File: src/design/rtfsq_pkg.sv
`default_nettype none
package rtfsq_pkg;

   localparam int SLOTS   = 8;
   localparam int SLOT_W  = $clog2(SLOTS);
   localparam int CNT_W   = $clog2(SLOTS + 1);
   localparam int SUM_W   = CNT_W + 1;
   localparam int TIME_W  = 32;
   localparam int LIMIT_W = TIME_W + 1;
   localparam int FIELD_SLOT_W = 3;
   localparam int ENTRY_W = SLOT_W + TIME_W;

   localparam logic [TIME_W-1:0] DELAY_RESET = 32'd10;

   localparam logic CMD_ADD    = 1'b0;
   localparam logic CMD_SELECT = 1'b1;

   localparam logic [1:0] STATUS_OK   = 2'd0;
   localparam logic [1:0] STATUS_FULL = 2'd1;
   localparam logic [1:0] STATUS_NONE = 2'd2;

   typedef enum logic [2:0] {
      S_IDLE,
      S_ADD_WRITE,
      S_SEL_HEAD,
      S_SEL_NEXT,
      S_DONE
   } state_type;

   typedef struct packed {
      logic              command;
      logic [TIME_W-1:0] frame_render_time;
      logic [TIME_W-1:0] now_ms;
   } req_type;

   typedef struct packed {
      logic [1:0]              status;
      logic [FIELD_SLOT_W-1:0] slot;
      logic [TIME_W-1:0]       shown_render_time;
   } rsp_type;

   function automatic logic [SLOT_W-1:0] wrap_add(input logic [SLOT_W-1:0] base,
                                                  input logic [CNT_W-1:0] off);
      logic [SUM_W-1:0] sum;
      sum = SUM_W'(base) + SUM_W'(off);
      if (sum >= SUM_W'(SLOTS)) begin
         sum = sum - SUM_W'(SLOTS);
      end
      return sum[SLOT_W-1:0];
   endfunction

   function automatic logic [SLOT_W-1:0] wrap_inc(input logic [SLOT_W-1:0] base);
      return wrap_add(base, CNT_W'(1));
   endfunction

endpackage
`default_nettype wire

File: src/design/rtfsq_ram.sv
`default_nettype none
module rtfsq_ram #(
   parameter int DEPTH = 8,
   parameter int WIDTH = 8
) (
   input  wire logic                     clock,
   input  wire logic                     wr_en,
   input  wire logic [$clog2(DEPTH)-1:0] wr_addr,
   input  wire logic [WIDTH-1:0]         wr_data,
   input  wire logic [$clog2(DEPTH)-1:0] rd_addr,
   output logic      [WIDTH-1:0]         rd_data
);

   logic [WIDTH-1:0] mem_ff [DEPTH];
   logic [WIDTH-1:0] rd_data_ff;

   always_ff @(posedge clock) begin
      if (wr_en) begin
         mem_ff[wr_addr] <= wr_data;
      end
      rd_data_ff <= mem_ff[rd_addr];
   end

   assign rd_data = rd_data_ff;

endmodule
`default_nettype wire

File: src/design/rtfsq_seq.sv
`default_nettype none
module rtfsq_seq
   import rtfsq_pkg::*;
(
   input  wire logic              clock,
   input  wire logic              reset,
   input  wire logic              req_valid,
   output logic                   req_ready,
   input  wire req_type           req,
   input  wire logic [TIME_W-1:0] delay,
   output logic                   res_valid,
   input  wire logic              res_ready,
   output rsp_type                res
);

   state_type state_ff, state_in;

   logic [SLOT_W-1:0]  q_head_ff, q_head_in;
   logic [CNT_W-1:0]   q_count_ff, q_count_in;
   logic [SLOT_W-1:0]  f_head_ff, f_head_in;
   logic [CNT_W-1:0]   f_count_ff, f_count_in;
   logic [SLOTS-1:0]   f_written_ff, f_written_in;
   logic [LIMIT_W-1:0] limit_ff, limit_in;
   logic [TIME_W-1:0]  time_ff, time_in;
   logic [SLOT_W-1:0]  cur_slot_ff, cur_slot_in;
   logic [TIME_W-1:0]  cur_time_ff, cur_time_in;
   rsp_type            res_ff, res_in;

   logic               q_we;
   logic [SLOT_W-1:0]  q_waddr, q_raddr;
   logic [ENTRY_W-1:0] q_wdata, q_rdata;
   logic               f_we;
   logic [SLOT_W-1:0]  f_waddr, f_raddr;
   logic [SLOT_W-1:0]  f_wdata, f_rdata;

   logic [SLOT_W-1:0]  rd_slot;
   logic [TIME_W-1:0]  rd_time;
   logic               entry_ready;
   logic               accept;
   logic               pool_full;
   logic [SLOT_W-1:0]  new_slot;
   logic [SLOT_W-1:0]  next_head;

   rtfsq_ram #(.DEPTH(SLOTS), .WIDTH(ENTRY_W)) u_queue_ram (
      .clock   (clock),
      .wr_en   (q_we),
      .wr_addr (q_waddr),
      .wr_data (q_wdata),
      .rd_addr (q_raddr),
      .rd_data (q_rdata)
   );

   rtfsq_ram #(.DEPTH(SLOTS), .WIDTH(SLOT_W)) u_free_ram (
      .clock   (clock),
      .wr_en   (f_we),
      .wr_addr (f_waddr),
      .wr_data (f_wdata),
      .rd_addr (f_raddr),
      .rd_data (f_rdata)
   );

   assign rd_slot     = q_rdata[SLOT_W-1:0];
   assign rd_time     = q_rdata[ENTRY_W-1:SLOT_W];
   assign entry_ready = ({1'b0, rd_time} <= limit_ff);
   assign accept      = req_valid && (state_ff == S_IDLE);
   assign pool_full   = (f_count_ff == '0) || (q_count_ff >= CNT_W'(SLOTS));
   assign new_slot    = f_written_ff[f_head_ff] ? f_rdata : f_head_ff;
   assign next_head   = wrap_inc(q_head_ff);

   always_comb begin
      state_in = state_ff;
      unique case (state_ff)
         S_IDLE: begin
            if (req_valid) begin
               if (req.command == CMD_ADD) begin
                  state_in = pool_full ? S_DONE : S_ADD_WRITE;
               end else begin
                  state_in = (q_count_ff == '0) ? S_DONE : S_SEL_HEAD;
               end
            end
         end
         S_ADD_WRITE: state_in = S_DONE;
         S_SEL_HEAD: begin
            if (entry_ready && q_count_ff >= CNT_W'(2)) begin
               state_in = S_SEL_NEXT;
            end else begin
               state_in = S_DONE;
            end
         end
         S_SEL_NEXT: begin
            if (!(entry_ready && q_count_ff >= CNT_W'(3))) begin
               state_in = S_DONE;
            end
         end
         S_DONE: begin
            if (res_ready) begin
               state_in = S_IDLE;
            end
         end
         default: state_in = S_IDLE;
      endcase
   end

   always_comb begin
      q_head_in    = q_head_ff;
      q_count_in   = q_count_ff;
      f_head_in    = f_head_ff;
      f_count_in   = f_count_ff;
      f_written_in = f_written_ff;
      limit_in     = limit_ff;
      time_in      = time_ff;
      cur_slot_in  = cur_slot_ff;
      cur_time_in  = cur_time_ff;
      res_in       = res_ff;
      q_we         = 1'b0;
      q_waddr      = wrap_add(q_head_ff, q_count_ff);
      q_wdata      = {time_ff, new_slot};
      q_raddr      = q_head_ff;
      f_we         = 1'b0;
      f_waddr      = wrap_add(f_head_ff, f_count_ff);
      f_wdata      = cur_slot_ff;
      f_raddr      = f_head_ff;
      req_ready    = 1'b0;
      res_valid    = 1'b0;
      unique case (state_ff)
         S_IDLE: begin
            req_ready = 1'b1;
            if (accept) begin
               limit_in = {1'b0, req.now_ms} + {1'b0, delay};
               time_in  = req.frame_render_time;
               res_in   = '0;
               if (req.command == CMD_ADD) begin
                  if (pool_full) begin
                     res_in.status = STATUS_FULL;
                  end
               end else if (q_count_ff == '0) begin
                  res_in.status = STATUS_NONE;
               end
            end
         end
         S_ADD_WRITE: begin
            q_we                   = 1'b1;
            f_head_in              = wrap_inc(f_head_ff);
            f_count_in             = f_count_ff - CNT_W'(1);
            q_count_in             = q_count_ff + CNT_W'(1);
            res_in.status          = STATUS_OK;
            res_in.slot            = FIELD_SLOT_W'(new_slot);
            res_in.shown_render_time = '0;
         end
         S_SEL_HEAD: begin
            cur_slot_in = rd_slot;
            cur_time_in = rd_time;
            q_raddr     = next_head;
            if (!entry_ready) begin
               res_in.status = STATUS_NONE;
            end else begin
               res_in.status            = STATUS_OK;
               res_in.slot              = FIELD_SLOT_W'(rd_slot);
               res_in.shown_render_time = rd_time;
            end
         end
         S_SEL_NEXT: begin
            if (entry_ready) begin
               if (f_count_ff < CNT_W'(SLOTS)) begin
                  f_we                  = 1'b1;
                  f_written_in[f_waddr] = 1'b1;
                  f_count_in            = f_count_ff + CNT_W'(1);
               end
               q_head_in                = next_head;
               q_count_in               = q_count_ff - CNT_W'(1);
               q_raddr                  = wrap_inc(next_head);
               cur_slot_in              = rd_slot;
               cur_time_in              = rd_time;
               res_in.slot              = FIELD_SLOT_W'(rd_slot);
               res_in.shown_render_time = rd_time;
            end
         end
         S_DONE: begin
            res_valid = 1'b1;
         end
         default: begin
         end
      endcase
   end

   always_ff @(posedge clock) begin
      if (reset) begin
         state_ff     <= S_IDLE;
         q_head_ff    <= '0;
         q_count_ff   <= '0;
         f_head_ff    <= '0;
         f_count_ff   <= CNT_W'(SLOTS);
         f_written_ff <= '0;
      end else begin
         state_ff     <= state_in;
         q_head_ff    <= q_head_in;
         q_count_ff   <= q_count_in;
         f_head_ff    <= f_head_in;
         f_count_ff   <= f_count_in;
         f_written_ff <= f_written_in;
      end
   end

   always_ff @(posedge clock) begin
      limit_ff    <= limit_in;
      time_ff     <= time_in;
      cur_slot_ff <= cur_slot_in;
      cur_time_ff <= cur_time_in;
      res_ff      <= res_in;
   end

   assign res = res_ff;

endmodule
`default_nettype wire

File: src/design/render_time_frame_slot_queue_core.sv
// Request handling: an add goes through S_ADD_WRITE to S_DONE, a refused add straight
// to S_DONE; a select on an empty queue goes straight to S_DONE, else through S_SEL_HEAD
// and, while ready entries follow, S_SEL_NEXT, one queued entry per cycle through the
// shared time compare, read from the queue memory. One request is in flight at a
// time: the next is taken in the cycle after the result enters the output register.
// Reset (synchronous, active high): queue empty, free FIFO holds slots 0 to SLOTS-1
// in order, render delay 10 ms.
`default_nettype none
module render_time_frame_slot_queue_core
   import rtfsq_pkg::*;
(
   input  wire logic        clock,
   input  wire logic        reset,
   input  wire logic        req_tvalid,
   output logic             req_tready,
   input  wire logic [63:0] req_tdata,  // frame_render_time[31:0], now_ms[63:32]
   input  wire logic        req_tuser,  // command[0]
   output logic             rsp_tvalid,
   input  wire logic        rsp_tready,
   output logic [39:0]      rsp_tdata,  // slot[2:0], shown_render_time[34:3], zero[39:35]
   output logic [1:0]       rsp_tuser,  // status[1:0]
   input  wire logic        csr_wr_en,
   input  wire logic [31:0] csr_wr_data
);

   logic [TIME_W-1:0] delay_ff;
   logic              out_valid_ff;
   rsp_type           out_ff;
   req_type           req;
   rsp_type           res;
   logic              res_valid;
   logic              res_ready;

   assign req.command           = req_tuser;
   assign req.frame_render_time = req_tdata[31:0];
   assign req.now_ms            = req_tdata[63:32];

   assign res_ready = !out_valid_ff || rsp_tready;

   rtfsq_seq u_seq (
      .clock     (clock),
      .reset     (reset),
      .req_valid (req_tvalid),
      .req_ready (req_tready),
      .req       (req),
      .delay     (delay_ff),
      .res_valid (res_valid),
      .res_ready (res_ready),
      .res       (res)
   );

   always_ff @(posedge clock) begin
      if (reset) begin
         delay_ff     <= DELAY_RESET;
         out_valid_ff <= 1'b0;
      end else begin
         if (csr_wr_en) begin
            delay_ff <= csr_wr_data;
         end
         if (res_valid && res_ready) begin
            out_valid_ff <= 1'b1;
         end else if (rsp_tready) begin
            out_valid_ff <= 1'b0;
         end
      end
   end

   always_ff @(posedge clock) begin
      if (res_valid && res_ready) begin
         out_ff <= res;
      end
   end

   assign rsp_tvalid = out_valid_ff;
   assign rsp_tuser  = out_ff.status;
   assign rsp_tdata  = {5'd0, out_ff.shown_render_time, out_ff.slot};

endmodule
`default_nettype wire

File: config.mk
export PLATFORM = sky130hd
export DESIGN_NAME = render_time_frame_slot_queue_core
export DESIGN_NICKNAME = d
export VERILOG_FILES = /design/src/design/rtfsq_pkg.sv /design/src/design/rtfsq_ram.sv /design/src/design/rtfsq_seq.sv /design/src/design/render_time_frame_slot_queue_core.sv
export SDC_FILE = /design/constraint.sdc
export NUM_CORES = 1
export LEC_CHECK = 0
export ABC_AREA = 1
export BUFFER_PORTS_ARGS = -buffer_cell sky130_fd_sc_hd__buf_4
export CAP_MARGIN = 20
export CORE_ASPECT_RATIO = 2
export CORE_UTILIZATION = 45
export CTS_BUF_LIST = sky130_fd_sc_hd__clkbuf_8
export CTS_CLUSTER_DIAMETER = 150
export DETAILED_ROUTE_END_ITERATION = 10
export PLACE_DENSITY_LB_ADDON = 0.05
export SLEW_MARGIN = 5
export SYNTH_ARGS = -nofsm -noshare
export SYNTH_HDL_FRONTEND = slang
export SYNTH_SLANG_ARGS = --single-unit
export TNS_END_PERCENT = 1
File: constraint.sdc
create_clock -name clock -period 8.4 [get_ports clock]
set_clock_uncertainty 0.1 [all_clocks]
set_input_delay 1.68 -clock clock [delete_from_list [all_inputs] [get_ports clock]]
set_output_delay 1.68 -clock clock [all_outputs]
set_load 0.02 [all_outputs]
* Yosys cells after proc, flatten, opt, wreduce, memory -nomap -nowiden *
Memory sizes are Yosys's and may differ from the RTL's. A register that Yosys moved wholly into a read port is not among the register bits.
Cells that the tools add are included.

operators by class
  order comparisons = 13
  $add $sub $neg = 15
  reduce and logical (&&, ||, !) cells = 26
  divide/modulo/power cells = 0
  mux-type cells = 47
  shift operators = 0
  bitwise operators = 1
  eq/ne operators = 11
  multiply operators = 0

operator list
  kind                 count
  $pmux 35 s3          1
  $mux 3               15
  $mux 37              1
  $mux 35              1
  $add 32x32->33       1
  $le 32x33->1         1
  $ge 4x4->1 const B   4
  $pmux 4 s2           2
  $mux 1               15
  $pmux 3 s5           1
  $sub 3x1->3 const B  5
  $add 3x1->4 const B  3
  $mux 4               3
  $pmux 3 s2           2
  $reduce_and 3->1     4
  $add 3x4->5          2
  $ge 5x4->1 const B   2
  $reduce_and 2->1     5
  $add 4x1->4 const B  2
  $ge 4x2->1 const B   2
  $logic_not 4->1      2
  $lt 3x4->1 const B   2
  $ne 2x1->1 const B   4
  $or 8x8->8           1
  other kinds (18)     32

word-level totals
  memory bits (writable) = 304
  flip-flop bits (word level) = 200
  ROM bits = 0
  word-level logic and storage cells = 132
  latch bits = 0
  output and inout bits = 44
  bits of input ports = 102
  memories kept = 2

memories
  name                      words  width  rd ports  clocked after memory_dff  wr ports  RTL line         source
  u_seq.u_queue_ram.mem_ff  8      35     1         1                         1         rtfsq_ram.sv:14  logic [WIDTH-1:0] mem_ff [DEPTH];
  u_seq.u_free_ram.mem_ff   8      3      1         1                         1         rtfsq_ram.sv:14

* Logic depth before layout (Yosys ltp) *
  word-level depth = 8
  depth in mapped cells = 20
  mapped depth without buffers = 19

* Modules after synthesis *
Synthesis repeated with hierarchy kept, for this count alone.

second synthesis, totals
  cell total of the unflattened synthesis = 2433
  area total of the unflattened synthesis = 25054.0 um2

by module, submodules not included
  module                             cells an instance  area an instance (um2)  times used
  rtfsq_ram (u_seq.u_queue_ram)      1263               13805.7                 1
  rtfsq_seq                          858                7757.4                  1
  render_time_frame_slot_queue_core  188                2313.5                  1
  rtfsq_ram (u_seq.u_free_ram)       124                1177.4                  1

* Least setup slack after synthesis *
Ideal clock, no wire load.

  path kind = input to register
  from = in rsp_tready
  to = reg out_ff (netlist bit rsp_tdata[0]), enable pin
  setup time = 0.524 ns
  buffers on the path = 0
  stages = 2
  arrival = 5.261 ns
  path slack = 2.515 ns
  cell sequence = nor2_1 nor4_1

between the ends
  word-level cells in the longest chain between the ends = 2

RTL lines
  what                  RTL line                                 source
  start, declared       render_time_frame_slot_queue_core.sv:19  input wire logic rsp_tready,
  $logic_or 1x1->1      render_time_frame_slot_queue_core.sv:38  assign res_ready = !out_valid_ff || rsp_tready;
  $logic_and 1x1->1     render_time_frame_slot_queue_core.sv:69  if (res_valid && res_ready) begin
  end signal, assigned  render_time_frame_slot_queue_core.sv:70  out_ff <= res;
  end, declared         render_time_frame_slot_queue_core.sv:28  rsp_type out_ff;

No other way between the ends.
A chain may end at the register's enable or synchronous reset.

* Worst setup path after layout *
  from = reg u_seq.u_queue_ram.rd_data_ff[19] (netlist: u_seq.u_queue_ram.rd_data[19]), read port of u_seq.u_queue_ram.mem_ff
  to = reg u_seq.u_queue_ram.rd_data_ff[8] (netlist: u_seq.u_queue_ram.rd_data[8]), read port of u_seq.u_queue_ram.mem_ff

between the ends
  word-level cells in the longest chain between the ends = 3

RTL lines
  what             RTL line          source
  start, declared  rtfsq_ram.sv:15   logic [WIDTH-1:0] rd_data_ff;
  $le 32x33->1     rtfsq_seq.sv:64   assign entry_ready = ({1'b0, rd_time} <= limit_ff);
  $mux 3           rtfsq_seq.sv:163  if (entry_ready) begin
  $pmux 3 s2       rtfsq_seq.sv:125  unique case (state_ff)

No other way between the ends.

==> impl_metrics.yaml <==
critical_path:
  path_class: "reg2reg"
  r2r-start: "u_seq.u_queue_ram.rd_data[19]"
  cp-end-kind: "flop"
  cp.required_ns: 8.83
  cp-startpoint: "u_seq.u_queue_ram.rd_data[19]"
  r2r_slack_ns: 4.21
  cp-start-kind: "flop"
  r2r-end: "u_seq.u_queue_ram.rd_data[8]"
  path_max_fanout: 36
  crit_end: "u_seq.u_queue_ram.rd_data[8]"
  worstRegToRegCells: 14
  critical_path_arrival_ns: 4.62
timing:
  rsz0062_at_grt: "false"
  fin_setup_tns_ns: 0
  min_period_over_period_pct: 49.9
  slew_headroom_pct: 20.3
  fmax_ghz: 0.238
  maxSlewViolCount: 0
  finalSetupViolCount: 0
  hold_violations: 0
  worst_slew_pin_slew_ns: 1.20
  fin_crit_ns: 4.19
final_layout:
  drive_gt1_share_pct: 13.7
  postLayoutCellArea_um2: 26200
  fin_nets: 2206
  area_delta_synth_final_pct: 14.9
  final_cells: 2742
  fillers: 4396
logic_synthesis:
  synthFlopType: "edfxtp_1"
  yosysWarnings: 0
  ys_ff_latch: 542
  syn_avg_cell_area_um2: 12.3
  synth-edff-count: 446
  synth_top_area_cell: "edfxtp_1"
  synth_cell_types: 45
  ys_top_cells_by_area: "edfxtp_1, dfxtp_1, mux2i_1"
  seq_area_frac_synth_pct: 67.2
  synth_area_um2: 22800
  syn_inst: 1850
  synth_top_area_share_pct: 58.8
  synth_async_sr_flop_share_pct: 0
detailed_routing:
  num_vias: 14500
  drc_errors: 0
  antenna_left: 0
  drtPass1Iterations: 5
  wl_um: 57000
  routedWlPerCell_um: 20.8
  drt-initial-drc-count: 673
  vias_per_cell: 5.27
power_and_ir_drop:
  switching_power_mw: 1.65
  combPwrFrac_pct: 12.3
  internal-power_mw: 4.55
  power.density_nw_per_um2: 237
  ir_drop_mv: 0.113
  leakagePower_nw: 10.1
  power_frac_clock_pct: 34.6
  swShare_pct: 26.7
  seqPwrFrac_pct: 53.2
worst_hold_path:
  whs_path_depth: 0
  hold_path.class: "reg2reg"
global_route:
  track_usage_pct: 22.4
  grt_pass1_vias: 14800
  grt_max_degree: 141
  grt_remaining_overflow: 0
  grt_pass1_wl_um: 85100
  antenna_found_initial: 3
floorplan:
  fp.coreArea_um2: 50100
  die-area_um2: 51600
  io_pins: 146
  start_util_pct: 45.5
  die_w_um: 161
  rows: 116
  die_y_um: 320
placed_design:
  portBuffers: 140
  dpl_cell_area_um2: 24600
  hpwl_um: 36000
  dp.cells: 2592
  gp_congestion: 0.861
clock_network:
  clk_pin_slew_worst_paths_ns: 0.07
  root_buffer: "clkbuf_8"
  cts_max_level: 3
  postCtsSetupBuffers: 0
  cts_resized: 0
  cts_tree: "built"
  clock_latency_ns: 0.67
  clock_path_buffers: 3
  cts_sinks: 542
  hold_buffers: 0
  cts_buffers: 79
flow_run:
  drv_cap: 0
status:
  outcome: "complete, no violations"
[worst max-delay path, cell delays in order, from the launching register on]
cell     delay, ns
dfxtp_1       0.54
ha_1          0.31
a21oi_1       0.13
o21ai_0       0.17
nor2_1        0.18
nand2_1       0.07
nand2_1       0.06
nand2_1       0.08
nand2_2       0.18
nand2_2       0.12
nand3_2       0.11
nand3_4       0.50
inv_2         0.95
nand3_1       0.14
nand2_1       0.35
[area by class of cell]
| type | instances | area, um^2 | area share (%) |
|---|---|---|---|
| flip-flops and latches | 542 | 15300 | 58.5 |
| multi-input cells | 1097 | 6710 | 25.6 |
| repair buffers | 157 | 1190 | 4.55 |
| clock buffers | 84 | 1160 | 4.41 |
| well taps | 649 | 812 | 3.10 |
| inverters | 147 | 552 | 2.11 |
| clock inverters | 63 | 449 | 1.71 |
| diodes | 3 | 7.51 | 0.0287 |
[cell usage in the layout, fill, tap and decap left out, types with 6 or more instances in the layout]
cell type	netlist	final
xnor2_1	12	12
nor2_4	0	9
mux2i_1	140	140
nand2_1	242	242
a31oi_1	6	6
buf_4	7	156
nand4_1	10	10
dfxtp_1	96	96
clkinv_1	1	16
inv_1	142	174
nor3_1	14	14
clkbuf_8	0	84
edfxtp_1	446	446
nor2_1	176	167
xor2_1	26	26
a21oi_1	80	80
nor4_1	8	7
o21a_1	8	8
ha_1	75	75
nand3_1	166	166
bufinv_16	0	6
o21ai_0	85	85
[registers in the layout (all words and copies together) (netlist names)]
register	flops
rsp_tuser	2
u_seq.f_written_ff	8
u_seq.state_ff	3
delay_ff	32
rsp_tvalid	1
u_seq.limit_ff	33
rsp_tdata	35
u_seq.res	37
u_seq.u_queue_ram.rd_data	35
u_seq.time_ff	32
u_seq.f_count_ff	4
u_seq.u_free_ram.rd_data	3
u_seq.f_head_ff	3
u_seq.u_free_ram.mem_ff	24
u_seq.cur_slot_ff	3
u_seq.q_count_ff	4
u_seq.u_queue_ram.mem_ff	280
u_seq.q_head_ff	3
[synthesized netlist by cell type (all sizes together), types with 2 or more instances]
library cell,number
a31oi,6
mux2i,140
nor3,15
nand2,245
xnor2,12
xor2,27
nand3,169
o21ai,86
o221ai,2
clkbuf,28
fa,5
a22o,3
buf,40
ha,75
nor2,177
a21o,3
a21boi,3
o211ai,2
dfxtp,96
nor4,8
nand4,10
edfxtp,446
o22ai,3
nand3b,2
o21a,8
a211oi,2
inv,146
a21oi,80
or2,5
[power by group through the flow]
stage	registers, mW	clock network, mW	logic, mW
5_1_grt	3.31	2.31	0.849
6_report	3.30	2.14	0.761
4_1_cts	3.30	2.22	0.773
3_5_place_dp	3.36	0	0.769
2_1_floorplan	3.31	0	0.468
3_3_place_gp	3.35	0	0.765
[how the worst min path moves through the flow]
stage               slack, ns          start            end
CTS                      0.31  u_seq.res[26]  rsp_tdata[29]
global route             0.32  u_seq.res[26]  rsp_tdata[29]
detailed placement       0.30  u_seq.res[17]  rsp_tdata[20]
finish                   0.32  u_seq.res[17]  rsp_tdata[20]
floorplan                0.30  u_seq.res[32]   rsp_tdata[0]
global placement         0.30  u_seq.res[24]  rsp_tdata[27]
[stage by stage]
step           hold WS (ns)  utilization (%)  setup WS (ns)  power (mW)
3_3_place_gp          0.302             49.1           4.11        4.12
5_1_grt               0.322             52.3           3.89        6.48
4_1_cts               0.314             52.3           4.11        6.29
2_1_floorplan         0.300                -           2.52        3.78
3_5_place_dp          0.305             49.1           4.02        4.13
6_report              0.319             52.3           4.21        6.20
[cells by family after synthesis]
| kind of cell | after synthesis | synth area share [%] |
|---|---|---|
| and+or+nand+nor | 632 | 11.9 |
| DFF | 542 | 67.2 |
| buffers and inverters | 215 | 3.81 |
| AOI/OAI and AO/OA | 201 | 4.80 |
| muxes | 140 | 6.15 |
| adders and majority gates | 80 | 4.56 |
| xor gates and xnor gates | 39 | 1.53 |
| other | 1 | 0.0165 |
[routing by layer]
metal  up-vias  wire length, um  track usage [%]
li1       6897                -                -
met1      7054            20300             22.6
met2       380            31300             42.6
met3       132             2340             3.10
met4         0             3080             13.7
met5         -                0                0
No activity file was read; power rests on OpenSTA's default activity.
